**src/sv/shsm_pkg.sv**
```systemverilog
// ----------------------------------------------------------------------------
// shsm_pkg
// Shared types and codes for the session health state machine.
// ----------------------------------------------------------------------------
package shsm_pkg;

   localparam int unsigned OP_W    = 3;
   localparam int unsigned STATE_W = 3;
   localparam int unsigned SIZE_W  = 3;
   localparam int unsigned LAT_W   = 32;
   localparam int unsigned LIM_W   = 8;
   localparam int unsigned CNT_W   = 16;
   localparam int unsigned CSR_IDX_W  = 2;
   localparam int unsigned CSR_DATA_W = 32;

   localparam logic [OP_W-1:0] OP_CONNECT    = 3'd0;
   localparam logic [OP_W-1:0] OP_LOGON      = 3'd1;
   localparam logic [OP_W-1:0] OP_DISCONNECT = 3'd2;
   localparam logic [OP_W-1:0] OP_RECEIVE    = 3'd3;
   localparam logic [OP_W-1:0] OP_TRANSMIT   = 3'd4;
   localparam logic [OP_W-1:0] OP_LATENCY    = 3'd5;
   localparam logic [OP_W-1:0] OP_REJECT     = 3'd6;
   localparam logic [OP_W-1:0] OP_TIMEOUT    = 3'd7;

   localparam logic [STATE_W-1:0] ST_DISCONNECTED = 3'd0;
   localparam logic [STATE_W-1:0] ST_CONNECTING   = 3'd1;
   localparam logic [STATE_W-1:0] ST_LOGGED_IN    = 3'd2;
   localparam logic [STATE_W-1:0] ST_DEGRADED     = 3'd3;
   localparam logic [STATE_W-1:0] ST_HALTED       = 3'd4;

   localparam logic [SIZE_W-1:0] SIZE_NORMAL   = 3'd4;
   localparam logic [SIZE_W-1:0] SIZE_DEGRADED = 3'd1;
   localparam logic [SIZE_W-1:0] SIZE_HALTED   = 3'd0;

   localparam logic [CSR_IDX_W-1:0] CSR_REJECT_LIMIT  = 2'd0;
   localparam logic [CSR_IDX_W-1:0] CSR_TIMEOUT_LIMIT = 2'd1;
   localparam logic [CSR_IDX_W-1:0] CSR_LATENCY_LIMIT = 2'd2;

   localparam logic [LIM_W-1:0] REJECT_LIMIT_RST  = 8'd3;
   localparam logic [LIM_W-1:0] TIMEOUT_LIMIT_RST = 8'd2;
   localparam logic [LAT_W-1:0] LATENCY_LIMIT_RST = 32'd8000;

   localparam logic [CNT_W-1:0] COUNT_MAX = 16'hFFFF;

   typedef struct packed {
      logic [OP_W-1:0]  operation;
      logic [LAT_W-1:0] latency_value;
   } event_type;

   typedef struct packed {
      logic [LIM_W-1:0] reject_limit;
      logic [LIM_W-1:0] timeout_limit;
      logic [LAT_W-1:0] latency_limit_us;
   } cfg_type;

endpackage

```
**src/sv/shsm_req_if.sv**
```systemverilog
// ----------------------------------------------------------------------------
// shsm_req_if
// Event channel: valid/ready with operation and latency sample.
// ----------------------------------------------------------------------------
interface shsm_req_if;
   logic        valid;
   logic        ready;
   logic [2:0]  operation;
   logic [31:0] latency_value;

   modport source (output valid, output operation, output latency_value, input ready);
   modport sink   (input valid, input operation, input latency_value, output ready);
endinterface

```
**src/sv/shsm_rsp_if.sv**
```systemverilog
// ----------------------------------------------------------------------------
// shsm_rsp_if
// Result channel: valid/ready with session state and health outputs.
// ----------------------------------------------------------------------------
interface shsm_rsp_if;
   logic        valid;
   logic        ready;
   logic [2:0]  session_state;
   logic        allow_orders;
   logic [2:0]  size_quarters;
   logic [31:0] latency_average;

   modport source (output valid, output session_state, output allow_orders,
                   output size_quarters, output latency_average, input ready);
   modport sink   (input valid, input session_state, input allow_orders,
                   input size_quarters, input latency_average, output ready);
endinterface

```
**src/sv/shsm_csr.sv**
```systemverilog
// ----------------------------------------------------------------------------
// shsm_csr
// Limit registers, written through the plain csr write port.
// ----------------------------------------------------------------------------
module shsm_csr (
   input  logic                                clock,
   input  logic                                reset,
   input  logic                                csr_write_enable,
   input  logic [shsm_pkg::CSR_IDX_W-1:0]      csr_index,
   input  logic [shsm_pkg::CSR_DATA_W-1:0]     csr_write_data,
   output shsm_pkg::cfg_type                   cfg
);
   import shsm_pkg::*;

   cfg_type cfg_ff;
   cfg_type cfg_in;

   always_comb begin
      cfg_in = cfg_ff;
      if (csr_write_enable) begin
         unique case (csr_index)
            CSR_REJECT_LIMIT:  cfg_in.reject_limit     = csr_write_data[LIM_W-1:0];
            CSR_TIMEOUT_LIMIT: cfg_in.timeout_limit    = csr_write_data[LIM_W-1:0];
            CSR_LATENCY_LIMIT: cfg_in.latency_limit_us = csr_write_data[LAT_W-1:0];
            default: ;
         endcase
      end
   end

   always_ff @(posedge clock) begin
      if (reset) begin
         cfg_ff.reject_limit     <= REJECT_LIMIT_RST;
         cfg_ff.timeout_limit    <= TIMEOUT_LIMIT_RST;
         cfg_ff.latency_limit_us <= LATENCY_LIMIT_RST;
      end else begin
         cfg_ff <= cfg_in;
      end
   end

   assign cfg = cfg_ff;
endmodule

```
**src/sv/shsm_event_reg.sv**
```systemverilog
// ----------------------------------------------------------------------------
// shsm_event_reg
// Input register: holds one event until the core takes it.
// ----------------------------------------------------------------------------
module shsm_event_reg (
   input  logic                 clock,
   input  logic                 reset,
   shsm_req_if.sink             req_chan,
   input  logic                 advance,
   output logic                 event_valid,
   output shsm_pkg::event_type  event_data
);
   import shsm_pkg::*;

   logic      valid_ff;
   logic      valid_in;
   event_type data_ff;
   logic      load;

   assign req_chan.ready = !valid_ff || advance;
   assign load           = req_chan.valid && req_chan.ready;
   assign valid_in       = load ? 1'b1 : (advance ? 1'b0 : valid_ff);

   always_ff @(posedge clock) begin
      if (reset) begin
         valid_ff <= 1'b0;
      end else begin
         valid_ff <= valid_in;
      end
   end

   always_ff @(posedge clock) begin
      if (load) begin
         data_ff.operation     <= req_chan.operation;
         data_ff.latency_value <= req_chan.latency_value;
      end
   end

   assign event_valid = valid_ff;
   assign event_data  = data_ff;
endmodule

```
**src/sv/shsm_health_core.sv**
```systemverilog
// ----------------------------------------------------------------------------
// shsm_health_core
// Session state, counters, latency average and the result register.
// ----------------------------------------------------------------------------
module shsm_health_core (
   input  logic                 clock,
   input  logic                 reset,
   input  shsm_pkg::cfg_type    cfg,
   input  logic                 event_valid,
   input  shsm_pkg::event_type  event_data,
   output logic                 advance,
   shsm_rsp_if.source           rsp_chan
);
   import shsm_pkg::*;

   logic [STATE_W-1:0] state_ff, state_in;
   logic [CNT_W-1:0]   rej_cnt_ff, rej_cnt_in;
   logic [CNT_W-1:0]   to_cnt_ff, to_cnt_in;
   logic [LAT_W-1:0]   avg_ff, avg_in;

   logic               rsp_valid_ff, rsp_valid_in;
   logic [STATE_W-1:0] rsp_state_ff;
   logic               rsp_allow_ff;
   logic [SIZE_W-1:0]  rsp_size_ff;
   logic [LAT_W-1:0]   rsp_avg_ff;

   logic [LAT_W+2:0]   avg_sum;
   logic               do_check;
   logic               degrade;
   logic               halt;
   logic [LIM_W:0]     rej_twice;
   logic [LIM_W:0]     to_twice;

   assign advance = event_valid && (!rsp_valid_ff || rsp_chan.ready);

   // 7/8 weighting: 8*avg - avg + sample, 35 bits
   assign avg_sum = {avg_ff, 3'b000} - {3'b000, avg_ff}
                  + {3'b000, event_data.latency_value};

   assign rej_twice = {cfg.reject_limit, 1'b0};
   assign to_twice  = {cfg.timeout_limit, 1'b0};

   always_comb begin
      rej_cnt_in = rej_cnt_ff;
      to_cnt_in  = to_cnt_ff;
      avg_in     = avg_ff;
      state_in   = state_ff;
      do_check   = 1'b0;
      unique case (event_data.operation)
         OP_CONNECT:    state_in = ST_CONNECTING;
         OP_LOGON: begin
            rej_cnt_in = '0;
            to_cnt_in  = '0;
            state_in   = ST_LOGGED_IN;
         end
         OP_DISCONNECT: state_in = ST_DISCONNECTED;
         OP_RECEIVE:    do_check = 1'b1;
         OP_TRANSMIT:   ;
         OP_LATENCY: begin
            avg_in   = avg_sum[LAT_W+2:3];
            do_check = 1'b1;
         end
         OP_REJECT: begin
            if (rej_cnt_ff != COUNT_MAX) rej_cnt_in = rej_cnt_ff + 1'b1;
            do_check = 1'b1;
         end
         OP_TIMEOUT: begin
            if (to_cnt_ff != COUNT_MAX) to_cnt_in = to_cnt_ff + 1'b1;
            do_check = 1'b1;
         end
         default: ;
      endcase

      degrade = (rej_cnt_in >= {{(CNT_W-LIM_W){1'b0}}, cfg.reject_limit})
             || (to_cnt_in >= {{(CNT_W-LIM_W){1'b0}}, cfg.timeout_limit})
             || (avg_in > cfg.latency_limit_us);
      halt    = (rej_cnt_in >= {{(CNT_W-LIM_W-1){1'b0}}, rej_twice})
             || (to_cnt_in >= {{(CNT_W-LIM_W-1){1'b0}}, to_twice});

      if (do_check) begin
         if (state_ff == ST_LOGGED_IN && degrade) begin
            state_in = ST_DEGRADED;
         end else if (state_ff == ST_DEGRADED && halt) begin
            state_in = ST_HALTED;
         end
      end
   end

   assign rsp_valid_in = advance ? 1'b1 : (rsp_chan.ready ? 1'b0 : rsp_valid_ff);

   always_ff @(posedge clock) begin
      if (reset) begin
         state_ff     <= ST_DISCONNECTED;
         rej_cnt_ff   <= '0;
         to_cnt_ff    <= '0;
         avg_ff       <= '0;
         rsp_valid_ff <= 1'b0;
      end else begin
         rsp_valid_ff <= rsp_valid_in;
         if (advance) begin
            state_ff   <= state_in;
            rej_cnt_ff <= rej_cnt_in;
            to_cnt_ff  <= to_cnt_in;
            avg_ff     <= avg_in;
         end
      end
   end

   always_ff @(posedge clock) begin
      if (advance) begin
         rsp_state_ff <= state_in;
         rsp_allow_ff <= (state_in == ST_LOGGED_IN) || (state_in == ST_DEGRADED);
         rsp_size_ff  <= (state_in == ST_DEGRADED) ? SIZE_DEGRADED :
                         (state_in == ST_HALTED)   ? SIZE_HALTED : SIZE_NORMAL;
         rsp_avg_ff   <= avg_in;
      end
   end

   assign rsp_chan.valid           = rsp_valid_ff;
   assign rsp_chan.session_state   = rsp_state_ff;
   assign rsp_chan.allow_orders    = rsp_allow_ff;
   assign rsp_chan.size_quarters   = rsp_size_ff;
   assign rsp_chan.latency_average = rsp_avg_ff;

   a_logon_clears: assert property (@(posedge clock) disable iff (reset)
      (advance && event_data.operation == OP_LOGON) |=> (rej_cnt_ff == '0 && to_cnt_ff == '0))
      else $error("counters not cleared by logon");

   a_stall_holds_state: assert property (@(posedge clock) disable iff (reset)
      (rsp_valid_ff && !rsp_chan.ready) |=> $stable(state_ff))
      else $error("session state moved while result stalled");

   a_result_tracks_state: assert property (@(posedge clock) disable iff (reset)
      ($past(!reset) && $past(advance)) |-> (rsp_chan.session_state == state_ff))
      else $error("result state differs from session state");

   a_halt_from_degraded: assert property (@(posedge clock) disable iff (reset)
      ($past(!reset) && state_ff == ST_HALTED && $past(state_ff) != ST_HALTED)
         |-> ($past(state_ff) == ST_DEGRADED))
      else $error("halted reached from a state other than degraded");
endmodule

```
**src/sv/session_health_state_machine_top.sv**
```systemverilog
// ----------------------------------------------------------------------------
// session_health_state_machine_top
// Trading link session health tracker: state, counters, latency average.
//
//   channel    dir   handshake          payload
//   req_chan   in    valid/ready        operation, latency_value
//   rsp_chan   out   valid/ready        session_state, allow_orders,
//                                       size_quarters, latency_average
//   csr_*      in    write enable only  csr_index, csr_write_data
//
// One event per cycle sustained while rsp_chan is ready; each event passes
// the input register, then the result register holding the update, before
// its result is valid on rsp_chan.
// Synchronous active-high reset: disconnected, counters and average zero,
// limits 3 / 2 / 8000.
// A stalled result holds the core; the input register still takes one event.
// ----------------------------------------------------------------------------
module session_health_state_machine_top (
   input  logic                             clock,
   input  logic                             reset,
   shsm_req_if.sink                         req_chan,
   shsm_rsp_if.source                       rsp_chan,
   input  logic                             csr_write_enable,
   input  logic [shsm_pkg::CSR_IDX_W-1:0]   csr_index,
   input  logic [shsm_pkg::CSR_DATA_W-1:0]  csr_write_data
);
   import shsm_pkg::*;

   cfg_type   cfg;
   event_type event_data;
   logic      event_valid;
   logic      advance;

   shsm_csr u_csr (
      .clock            (clock),
      .reset            (reset),
      .csr_write_enable (csr_write_enable),
      .csr_index        (csr_index),
      .csr_write_data   (csr_write_data),
      .cfg              (cfg)
   );

   shsm_event_reg u_event_reg (
      .clock       (clock),
      .reset       (reset),
      .req_chan    (req_chan),
      .advance     (advance),
      .event_valid (event_valid),
      .event_data  (event_data)
   );

   shsm_health_core u_core (
      .clock       (clock),
      .reset       (reset),
      .cfg         (cfg),
      .event_valid (event_valid),
      .event_data  (event_data),
      .advance     (advance),
      .rsp_chan    (rsp_chan)
   );
endmodule
```
**src/flat_wrapper.sv**
```systemverilog
// flat-port wrapper written by rule: the top's interface ports become plain ports
module session_health_state_machine_top_flat import shsm_pkg::*;
  (clock, reset, csr_write_enable, csr_index, csr_write_data, req_chan_valid, req_chan_operation, req_chan_latency_value, req_chan_ready, rsp_chan_valid, rsp_chan_session_state, rsp_chan_allow_orders, rsp_chan_size_quarters, rsp_chan_latency_average, rsp_chan_ready);
  shsm_req_if req_chan_i ();
  shsm_rsp_if rsp_chan_i ();
  input  logic clock;
  input  logic reset;
  input  logic csr_write_enable;
  input  logic [shsm_pkg::CSR_IDX_W-1:0] csr_index;
  input  logic [shsm_pkg::CSR_DATA_W-1:0] csr_write_data;
  input wire logic [$bits(req_chan_i.valid)-1:0] req_chan_valid;
  input wire logic [$bits(req_chan_i.operation)-1:0] req_chan_operation;
  input wire logic [$bits(req_chan_i.latency_value)-1:0] req_chan_latency_value;
  output wire logic [$bits(req_chan_i.ready)-1:0] req_chan_ready;
  output wire logic [$bits(rsp_chan_i.valid)-1:0] rsp_chan_valid;
  output wire logic [$bits(rsp_chan_i.session_state)-1:0] rsp_chan_session_state;
  output wire logic [$bits(rsp_chan_i.allow_orders)-1:0] rsp_chan_allow_orders;
  output wire logic [$bits(rsp_chan_i.size_quarters)-1:0] rsp_chan_size_quarters;
  output wire logic [$bits(rsp_chan_i.latency_average)-1:0] rsp_chan_latency_average;
  input wire logic [$bits(rsp_chan_i.ready)-1:0] rsp_chan_ready;
  assign req_chan_i.valid = req_chan_valid;
  assign req_chan_i.operation = req_chan_operation;
  assign req_chan_i.latency_value = req_chan_latency_value;
  assign req_chan_ready = req_chan_i.ready;
  assign rsp_chan_valid = rsp_chan_i.valid;
  assign rsp_chan_session_state = rsp_chan_i.session_state;
  assign rsp_chan_allow_orders = rsp_chan_i.allow_orders;
  assign rsp_chan_size_quarters = rsp_chan_i.size_quarters;
  assign rsp_chan_latency_average = rsp_chan_i.latency_average;
  assign rsp_chan_i.ready = rsp_chan_ready;
  session_health_state_machine_top u_core (.clock(clock), .reset(reset), .req_chan(req_chan_i), .rsp_chan(rsp_chan_i), .csr_write_enable(csr_write_enable), .csr_index(csr_index), .csr_write_data(csr_write_data));
endmodule
```
**config.mk**
```make
export PLATFORM = sky130hd
export DESIGN_NAME = session_health_state_machine_top_flat
export DESIGN_NICKNAME = d
export VERILOG_FILES = /design/src/sv/shsm_pkg.sv /design/src/sv/shsm_req_if.sv /design/src/sv/shsm_rsp_if.sv /design/src/sv/shsm_csr.sv /design/src/sv/shsm_event_reg.sv /design/src/sv/shsm_health_core.sv /design/src/sv/session_health_state_machine_top.sv /design/src/flat_wrapper.sv
export SDC_FILE = /design/constraint.sdc
export NUM_CORES = 1
export LEC_CHECK = 0
export BUFFER_PORTS_ARGS = -buffer_cell sky130_fd_sc_hd__buf_2
export CAP_MARGIN = 30
export CELL_PAD_IN_SITES_DETAIL_PLACEMENT = 1
export CELL_PAD_IN_SITES_GLOBAL_PLACEMENT = 1
export CORE_ASPECT_RATIO = 0.9
export CORE_MARGIN = 1.5
export CORE_UTILIZATION = 30
export CTS_CLUSTER_DIAMETER = 80
export DETAILED_ROUTE_END_ITERATION = 12
export HOLD_SLACK_MARGIN = 0.05
export PLACE_DENSITY = 0.56
export SYNTH_ARGS = -nofsm -noshare
export SYNTH_HDL_FRONTEND = slang
export SYNTH_SLANG_ARGS = --single-unit
export TNS_END_PERCENT = 100
```
**constraint.sdc**
```tcl
create_clock -name clock -period 5.4 [get_ports clock]
set_input_delay 0.27 -clock clock [delete_from_list [all_inputs] [get_ports clock]]
set_output_delay 0.27 -clock clock [all_outputs]
set_load 0.02 [all_outputs]
```
==> results.cfg, run 1 <==
[outcome]
status = complete, no violations

[route]
routed-via-count = 10130
firstDrtPassIters = 4
routedWlPerCell_um = 17.01
drtAntennaViolNets = 0
drcViolationCount = 0
wl_um = 36120
detailedRoute.firstIterationViolations = 406
vias_per_cell = 4.767

[global_routing]
grt_pass1_vias = 10470
grt_antenna_before_repair = 1
grt_max_degree = 69
grt_usage_pct = 18.71
grt_overflow = 0
grt_pass1_wl_um = 57880

[worst_setup_path]
r2r-start = u_core.u_event_reg.event_data[9]
crit_path_max_fanout = 4
crit_chain = inv_1, fa_1, inv_1, ha_1, nand3_1, nor2_1, and3_1, a221o_1, a21oi_4, o31ai_4, buf_4, a21oi_2, xor2_2, o21ai_1, ha_2, a21o_1, a21o_1, a21oi_2, o21ai_2, a2111oi_4, a21oi_2, and4b_2, o32ai_4, and2_1
worstSetupPathType = reg -> reg
crit_start = u_core.u_event_reg.event_data[9]
arrival_ns = 5.56
crit_path_top_delay_cell = fa_1
cp.required_ns = 5.62
crit_family = compound AO/OA/AOI/OAI gates
cp_slowest_stage_delay_ns = 0.54
setup.worst_path.end_class = register
cp_common_cell = a21oi_2
crit_buf_inv = 3
critPathLaunchType = register

[pwr]
comb_power_share_pct = 25.3
power.leakage_nw = 6.499
switching_share_pct = 31.78
switchingPower_mw = 1.227
vdd_drop_max_uv = 185.4
finalPower_mw = 3.861
seq_power_share_pct = 41.2
p_clk_share_pct = 33.4
p_int_mw = 2.634
p_per_area_nw_per_um2 = 259.2

[layout]
stdcell_count = 2124
layout_common_cells = inv_1 (179), nand2_1 (168), dfxtp_1 (115), nor2_1 (113), buf_2 (112)
finish.instance_area_um2 = 14900
multi_input_area_um2 = 6524
drive_gt1_share_pct = 20.26
area_growth_pct = 26.81
num-fill-cells = 4573
diodes = 0
finalNetCount = 1789
final-seq-area_um2 = 4537
layout_commonest_cell = inv_1

[clock_tree]
cts_tree = yes
numCtsBuffers = 17
clock_path_buffers = 2
clk-insertion-delay-late_ns = 0.47
clk_pin_slew_ns = 0.08
clock-sinks = 190
cts_root_buf = clkbuf_16
htree_levels = 4

[yosys]
synth_enable_flop_cells = 73
ys.flop_type = dfxtp_1
async_reset_ff_share_pct = 0
synth.distinct_cells = 85
synthTopCellsByArea = dfxtp_1 (20%), edfxtp_1 (19%), ha_1 (11%)
yosys_warnings = 0
ys_ff_latch = 190
syn-instance-count = 1347
yosys.area.top_type_share_pct = 19.94
yosysTopAreaCell = dfxtp_1
syn-cell-area_um2 = 11750
yosysSeqAreaShare_pct = 38.60
avgSynthCellArea_um2 = 8.721
synth_fp_nets = 1550

[floorplanning]
die_h_um = 190.7
core.rowCount = 68
ios = 115
die_width_um = 211.6
start_util_pct = 30.55
dieArea_um2 = 40360
core_um2 = 38460

[timing]
finalHoldViolCount = 0
finalSetupViolations = 0
rsz0062_at_grt = yes
finClkSkew_ns = 0.01337
finalMaxSlewViolations = 0
fin_ws_ns = 0.06460
worstMarginPinSlew_ns = 1.013
slew_headroom_pct = 32.14
timing.final.crit_share_pct = 98.80
timing.final.crit_period_ns = 5.335
fmax_mhz = 187.4

[placed_design]
gp_congestion = 0.8492
dp_cells = 2029
io_buffers = 113
place_hpwl_um = 26850
placed_area_um2 = 13520
dp_slack_ns = -0.3769

[run]
maxCapViolCount = 0

[hold_path]
hold_start = csr_write_data[4]
hold_class = in -> reg
[registers in the layout, indices dropped and copies added (netlist names), 3 cells and up]
signal,flops
u_core.u_csr.cfg,48
u_core.u_event_reg.event_data,35
u_core.u_core.avg_ff,32
u_core.u_core.rsp_chan.latency_average,32
u_core.u_core.rej_cnt_ff,16
u_core.u_core.to_cnt_ff,16
u_core.u_core.rsp_chan.session_state,3
u_core.u_core.state_ff,3
[cell type report]
cell class | instances | share of cell area, %
Clock buffer | 18 | 2.948
Multi-Input combinational cell | 923 | 43.79
Timing Repair Buffer | 274 | 12.90
Inverter | 180 | 4.536
Sequential cell | 190 | 30.46
Clock inverter | 14 | 0.9575
Tap cell | 525 | 4.410
[power groups by stage]
stage	clock (mW)	combinational [mW]	sequential (mW)
finish	1.29	0.978	1.59
global route	1.38	1.09	1.60
CTS	1.34	0.933	1.59
detailed placement	0	0.855	1.63
global placement	0	0.836	1.63
floorplan	0	0.510	1.63
[worst paths after layout]
kind,to,slack [ns],cells after the start
worst max-delay path,u_core.u_core.rsp_chan.size_quarters[0],0.06,24
worst min-delay path,u_core.u_csr.cfg[4],0.08,3
worst max register to register,u_core.u_core.rsp_chan.size_quarters[0],0.06,24
worst min register to register,u_core.u_csr.cfg[16],0.46,2
[cell families after synthesis]
| kind of cell | share of synthesized area [%] |
|---|---|
| simple gates | 17.46 |
| compound gates | 16.55 |
| buf+inv | 7.626 |
| flops | 38.60 |
| fa+ha+maj | 15.59 |
| xor+xnor | 2.237 |
| mux | 1.906 |
| other cells | 0.03192 |
[worst reg2reg max path, stage by stage (launching register included)]
cell,delay (ns)
edfxtp_1,0.35
inv_1,0.09
fa_1,0.54
inv_1,0.04
ha_1,0.33
nand3_1,0.09
nor2_1,0.05
and3_1,0.16
a221o_1,0.41
a21oi_4,0.29
o31ai_4,0.11
buf_4,0.17
a21oi_2,0.20
xor2_2,0.19
o21ai_1,0.12
ha_2,0.25
a21o_1,0.18
a21o_1,0.19
a21oi_2,0.14
o21ai_2,0.11
a2111oi_4,0.30
a21oi_2,0.11
and4b_2,0.39
o32ai_4,0.11
and2_1,0.18
[through the flow]
step                      TNS [ns]  util [%]  hold slack, ns
after floorplan                  0         -          0.3689
after global placement     -0.4959     35.05          0.4447
after global routing       -0.5659     38.74         0.07669
after CTS                        0     38.25         0.05551
after detailed placement    -1.122     35.14          0.4468
final                            0     38.74         0.08355
[timing repair]
item,in CTS,in global routing
gates resized for setup,20,25
pin swaps,8,22
buffers inserted,7,6
hold buffers,50,0
endpoints found under the setup margin,4,4
hold endpoints to repair,50,0
[cell usage after synthesis, types with 29 or more instances]
cell type	instances
a21o_1	33
a21oi_1	99
clkbuf_1	44
dfxtp_1	117
edfxtp_1	73
fa_1	29
ha_1	100
inv_1	180
nand2_1	169
nor2_1	115
nor3_1	31
o21ai_0	68
[per-layer routing]
| metal | global-route usage [%] | vias up | wire, um |
|---|---|---|---|
| met5 | 0 | - | 13 |
| met4 | 4.423 | 2 | 386 |
| met3 | 2.981 | 25 | 1069 |
| met2 | 28.81 | 122 | 15720 |
| met1 | 27.22 | 4905 | 18930 |
| li1 | - | 5071 | - |
Power figures use the tool's default switching activity.
==> run 2, diff against run 1 <==
--- a/config.mk
+++ b/config.mk
@@ -5,17 +5,18 @@
 export SDC_FILE = /design/constraint.sdc
 export NUM_CORES = 1
 export LEC_CHECK = 0
-export BUFFER_PORTS_ARGS = -buffer_cell sky130_fd_sc_hd__buf_2
+export BUFFER_PORTS_ARGS = -buffer_cell sky130_fd_sc_hd__buf_4
 export CAP_MARGIN = 30
 export CELL_PAD_IN_SITES_DETAIL_PLACEMENT = 1
 export CELL_PAD_IN_SITES_GLOBAL_PLACEMENT = 1
-export CORE_ASPECT_RATIO = 0.9
+export CORE_ASPECT_RATIO = 0.7
 export CORE_MARGIN = 1.5
 export CORE_UTILIZATION = 30
 export CTS_CLUSTER_DIAMETER = 80
 export DETAILED_ROUTE_END_ITERATION = 12
 export HOLD_SLACK_MARGIN = 0.05
 export PLACE_DENSITY = 0.56
+export SLEW_MARGIN = 0
 export SYNTH_ARGS = -nofsm -noshare
 export SYNTH_HDL_FRONTEND = slang
 export SYNTH_SLANG_ARGS = --single-unit
==> results.cfg, run 2 (synthesis results as in run 1) <==
[global_routing]
grt_pass1_wl_um = 59110
grt_antenna_before_repair = 0
grt_overflow = 0
grt_max_degree = 82
grt_usage_pct = 19.20
grt_pass1_vias = 10330

[timing]
tns_ns = 0
finalHoldViolCount = 0
timing.final.crit_share_pct = 97.75
timing.final.crit_period_ns = 5.279
slew_headroom_pct = 32.14
finalMaxSlewViolations = 0
finClkSkew_ns = 0.01008
finalSetupViolations = 0
fmax_mhz = 189.4
rsz0062_at_grt = yes
worstMarginPinSlew_ns = 1.018

[floorplanning]
die_width_um = 239.5
core_um2 = 38510
dieArea_um2 = 40370
die_h_um = 168.6
start_util_pct = 30.50
ios = 115
core.rowCount = 60

[worst_setup_path]
critPathLaunchType = register
cp_common_cell = nand4_1
r2r_setup_slack_ns = 0.12
setup.worst_path.end_class = register
crit_start = u_core.u_event_reg.event_data[9]
crit_path_top_delay_cell = fa_1
ff2ff_path_depth = 25
cp_slowest_stage_delay_ns = 0.54
arrival_ns = 5.49
rr_endpoint = u_core.u_core.rsp_chan.size_quarters[0]
worstSetupPathType = reg -> reg
crit_path_max_fanout = 3
cp.required_ns = 5.62
r2r-start = u_core.u_event_reg.event_data[9]

[hold_path]
whs_endpoint = u_core.u_csr.cfg[17]
hold_class = in -> reg
hold_start = csr_write_data[17]
hold_path_depth = 3

[layout]
layout_common_cells = buf_4 (231), inv_1 (172), nand2_1 (168), nor2_1 (111), dfxtp_1 (110)
finalNetCount = 1792
area_growth_pct = 29.39
diodes = 0
layout_commonest_cell = buf_4
drive_gt1_share_pct = 21.60
num-fill-cells = 4570
stdcell_count = 2129
largest_reg_flops = 48

[pwr]
power.leakage_nw = 6.610
p_clk_share_pct = 32.6
seq_power_share_pct = 41.1
p_per_area_nw_per_um2 = 255.3
p_int_mw = 2.659
switchingPower_mw = 1.222
switching_share_pct = 31.49
comb_power_share_pct = 26.3
vdd_drop_max_uv = 239.6

[clock_tree]
cts_tree = yes
clk_pin_slew_ns = 0.08
cts_root_buf = clkbuf_16
htree_levels = 4
clock_path_buffers = 2
clk-insertion-delay-late_ns = 0.46
numCtsBuffers = 17
clock-sinks = 190

[route]
drtAntennaViolNets = 0
routedWlPerCell_um = 17.77
vias_per_cell = 4.814
wl_um = 37830
detailedRoute.firstIterationViolations = 526
firstDrtPassIters = 4
drcViolationCount = 0
routed-via-count = 10250

[placed_design]
io_buffers = 113
gp_congestion = 0.8555
dp_cells = 2047
place_hpwl_um = 28420

[outcome]
status = complete, no violations

[run]
maxCapViolCount = 0
## run 2: cell types whose count changed in the layout (fill, tap and decap cells not counted), sizes merged
cell / previous run / this run
clkbuf: 18 / 19
inv: 190 / 187
clkinv: 4 / 6
dlygate4sd3: 50 / 44
buf: 224 / 233
## run 2: cell type report
| type | instances | area (um^2) | share of cell area (%) |
|---|---|---|---|
| clock buffers | 19 | 455.4 | 2.996 |
| multi-input cells | 923 | 6556 | 43.13 |
| clock inverters | 13 | 102.6 | 0.6750 |
| well taps | 527 | 659.4 | 4.338 |
| inverters | 180 | 676.9 | 4.453 |
| flip-flops and latches | 190 | 4543 | 29.89 |
| repair buffers | 277 | 2206 | 14.51 |
## run 2: through the flow
stage	utilization, %	setup slack [ns]	hold WS (ns)	power [mW]	area (um^2)
2_1_floorplan	-	0.4138	0.3689	2.145	11750
4_1_cts	39.02	0.01521	0.05063	3.893	15030
3_3_place_gp	36.09	-0.2943	0.4452	2.517	13900
6_report	39.47	0.1213	0.07607	3.881	15200
5_1_grt	39.47	-0.1262	0.05891	4.086	15200
3_5_place_dp	36.09	-0.5660	0.4493	2.542	13900
## run 2: worst max-delay path, delay by kind of cell (launching register included)
family                     cells  cell delay (ns)
AOI/OAI and AO/OA              9             1.74
adders and majority gates      3             1.21
buffers and inverters          4             0.42
DFF                            1             0.32
and+or+nand+nor                9             1.36
## run 2: power by group through the flow
stage	registers (mW)	logic, mW	clock network, mW
CTS	1.60	0.986	1.31
global placement	1.63	0.891	0
floorplan	1.63	0.510	0
detailed placement	1.63	0.914	0
finish	1.60	1.02	1.27
global route	1.60	1.13	1.35
## run 2: per-layer routing
metal,global-route usage [%],part of all wire (%),vias to the layer above
met1,29.73,55,5033
li1,-,-,5069
met2,27.59,41,129
met5,0,0,-
met3,3.294,3.1,17
met4,3.715,0.79,0
## run 2: how the worst max path moves through the flow
stage	to	slack (ns)	depth (start not counted)
2_1_floorplan	u_core.u_core.rsp_chan.size_quarters[0]	0.41	23
3_3_place_gp	u_core.u_core.rsp_chan.size_quarters[0]	-0.29	23
3_5_place_dp	u_core.u_core.rsp_chan.size_quarters[0]	-0.57	22
4_1_cts	u_core.u_core.rsp_chan.size_quarters[0]	0.02	25
5_1_grt	u_core.u_core.rsp_chan.size_quarters[0]	-0.13	25
6_report	u_core.u_core.rsp_chan.size_quarters[0]	0.12	25
## run 2: repair_timing
action	CTS	global route
gates resized for setup	29	40
endpoints found under the hold margin	44	0
hold buffers	44	0
pin swaps	9	27
buffers inserted	2	3
endpoints found under the setup margin	4	4
==> run 3, diff against run 2 <==
--- a/config.mk
+++ b/config.mk
@@ -16,6 +16,7 @@
 export DETAILED_ROUTE_END_ITERATION = 12
 export HOLD_SLACK_MARGIN = 0.05
 export PLACE_DENSITY = 0.56
+export SETUP_SLACK_MARGIN = 0.4
 export SLEW_MARGIN = 0
 export SYNTH_ARGS = -nofsm -noshare
 export SYNTH_HDL_FRONTEND = slang
==> results.cfg, run 3 (synthesis results as in run 1) <==
[outcome]
status = complete, no violations

[floorplanning]
die_h_um = 168.6
die_width_um = 239.5
dieArea_um2 = 40370
core.rowCount = 60
start_util_pct = 30.50
ios = 115
core_um2 = 38510

[global_routing]
grt_max_degree = 82
grt_usage_pct = 19.26
grt_pass1_wl_um = 59330
grt_pass1_vias = 10360
grt_overflow = 0
grt_antenna_before_repair = 0

[worst_setup_path]
critPathLaunchType = register
cp.required_ns = 5.62
crit_buf_inv = 4
crit_chain = inv_2, fa_1, inv_2, ha_4, a21oi_2, o211ai_1, o211a_1, a221o_1, a21oi_4, o31ai_4, a31o_4, o31ai_4, buf_4, nand3_1, nand4_1, ha_4, buf_4, a21oi_4, o21ai_4, a2111oi_4, a21oi_2, and4b_4, o32ai_4, and2_1
worstSetupPathType = reg -> reg
crit_family = compound AO/OA/AOI/OAI gates
crit_path_max_fanout = 3
cp_slowest_stage_delay_ns = 0.57
crit_path_top_delay_cell = fa_1
arrival_ns = 5.47
setup.worst_path.end_class = register

[placed_design]
placed_area_um2 = 13900
io_buffers = 113
place_hpwl_um = 28420
dp_slack_ns = -0.5660
gp_congestion = 0.8555

[pwr]
vdd_drop_max_uv = 239.5
power.leakage_nw = 6.654
p_per_area_nw_per_um2 = 255.8

[clock_tree]
clock-sinks = 190
numCtsBuffers = 17
clk-insertion-delay-late_ns = 0.46
cts_tree = yes
clock_path_buffers = 2
cts_root_buf = clkbuf_16
htree_levels = 4
clk_pin_slew_ns = 0.07

[layout]
drive_gt1_share_pct = 22.64
finalNetCount = 1798
area_growth_pct = 30.51
largest_reg_flops = 48
layout_common_cells = buf_4 (233), inv_1 (170), nand2_1 (168), nor2_1 (111), dfxtp_1 (105)
final_util_pct = 39.81
finish.instance_area_um2 = 15330
diodes = 0
layout_commonest_cell = buf_4

[timing]
finClkSkew_ns = 0.01038
fmax_mhz = 190.2
finalSetupViolations = 0
finalMaxSlewViolations = 0
finalHoldViolCount = 0
fin_ws_ns = 0.1428
worstMarginPinSlew_ns = 1.023
rsz0062_at_grt = yes
timing.final.crit_share_pct = 97.36
slew_headroom_pct = 31.79
timing.final.crit_period_ns = 5.257

[route]
drcViolationCount = 0
firstDrtPassIters = 5
routed-via-count = 10250
detailedRoute.firstIterationViolations = 554
vias_per_cell = 4.801
wl_um = 37990
drtAntennaViolNets = 0
routedWlPerCell_um = 17.79

[hold_path]
hold_class = in -> reg

[run]
maxCapViolCount = 0
==> run 3: worst reg2reg max path: stages (launching register included) <==
cell	delay (ns)
dfxtp_2	0.34
inv_2	0.05
fa_1	0.57
inv_2	0.06
ha_4	0.22
a21oi_2	0.12
o211ai_1	0.11
o211a_1	0.15
a221o_1	0.40
a21oi_4	0.30
o31ai_4	0.14
a31o_4	0.27
o31ai_4	0.22
buf_4	0.16
nand3_1	0.07
nand4_1	0.20
ha_4	0.23
buf_4	0.14
a21oi_4	0.15
o21ai_4	0.10
a2111oi_4	0.22
a21oi_2	0.11
and4b_4	0.43
o32ai_4	0.11
and2_1	0.17
==> run 3: layout make-up <==
type | count | area [um^2]
tap | 527 | 659.4
sequential | 190 | 4549
multi-input combinational | 923 | 6623
fill | 4570 | 23180
timing repair buffer | 283 | 2266
clock buffer | 19 | 455.4
clock inverter | 13 | 102.6
inverter | 180 | 676.9
==> run 3: stage by stage <==
| step | instances | hold WS (ns) | total power, mW | TNS [ns] |
|---|---|---|---|---|
| after floorplan | 1347 | 0.3689 | 2.145 | 0 |
| after global placement | 2047 | 0.4452 | 2.517 | -0.7884 |
| after detailed placement | 2047 | 0.4493 | 2.542 | -1.882 |
| after CTS | 2129 | 0.05063 | 3.927 | 0 |
| after global routing | 2135 | 0.05878 | 4.127 | -0.06616 |
| final | 2135 | 0.07822 | 3.923 | 0 |
==> run 3: power breakdown <==
part	internal (mW)	total [mW]	switching, mW
registers	1.55	1.60	0.0410
logic	0.499	1.06	0.559
clock network	0.632	1.27	0.637
total	2.68	3.92	1.24
==> run 3: timing repair <==
item                                    4_1_cts  5_1_grt
resized for setup                            58       33
hold buffers                                 44        0
setup buffers                                 6        5
endpoints found under the hold margin        44        0
endpoints found under the setup margin        4        4
pin swaps                                    30       21
==> run 3: path summary, 6_finish.rpt <==
kind,from,endpoint,slack (ns),depth (start not counted)
worst min-delay path,csr_write_data[11],u_core.u_csr.cfg[11],0.08,3
worst min register to register,u_core.u_csr.cfg[26],u_core.u_csr.cfg[26],0.46,2
worst max-delay path,u_core.u_core.avg_ff[3],u_core.u_core.rsp_chan.size_quarters[0],0.14,24
worst max register to register,u_core.u_core.avg_ff[3],u_core.u_core.rsp_chan.size_quarters[0],0.14,24
==> run 3: metal layers <==
layer / share of wire, % / wire [um] / vias to the layer above / global-route usage [%]
met4: 0.80 / 303 / 0 / 3.660
met1: 55 / 20860 / 5009 / 29.85
li1: - / - / 5092 / -
met3: 2.8 / 1068 / 19 / 3.115
met5: 0 / 0 / - / 0
met2: 41 / 15760 / 130 / 27.81
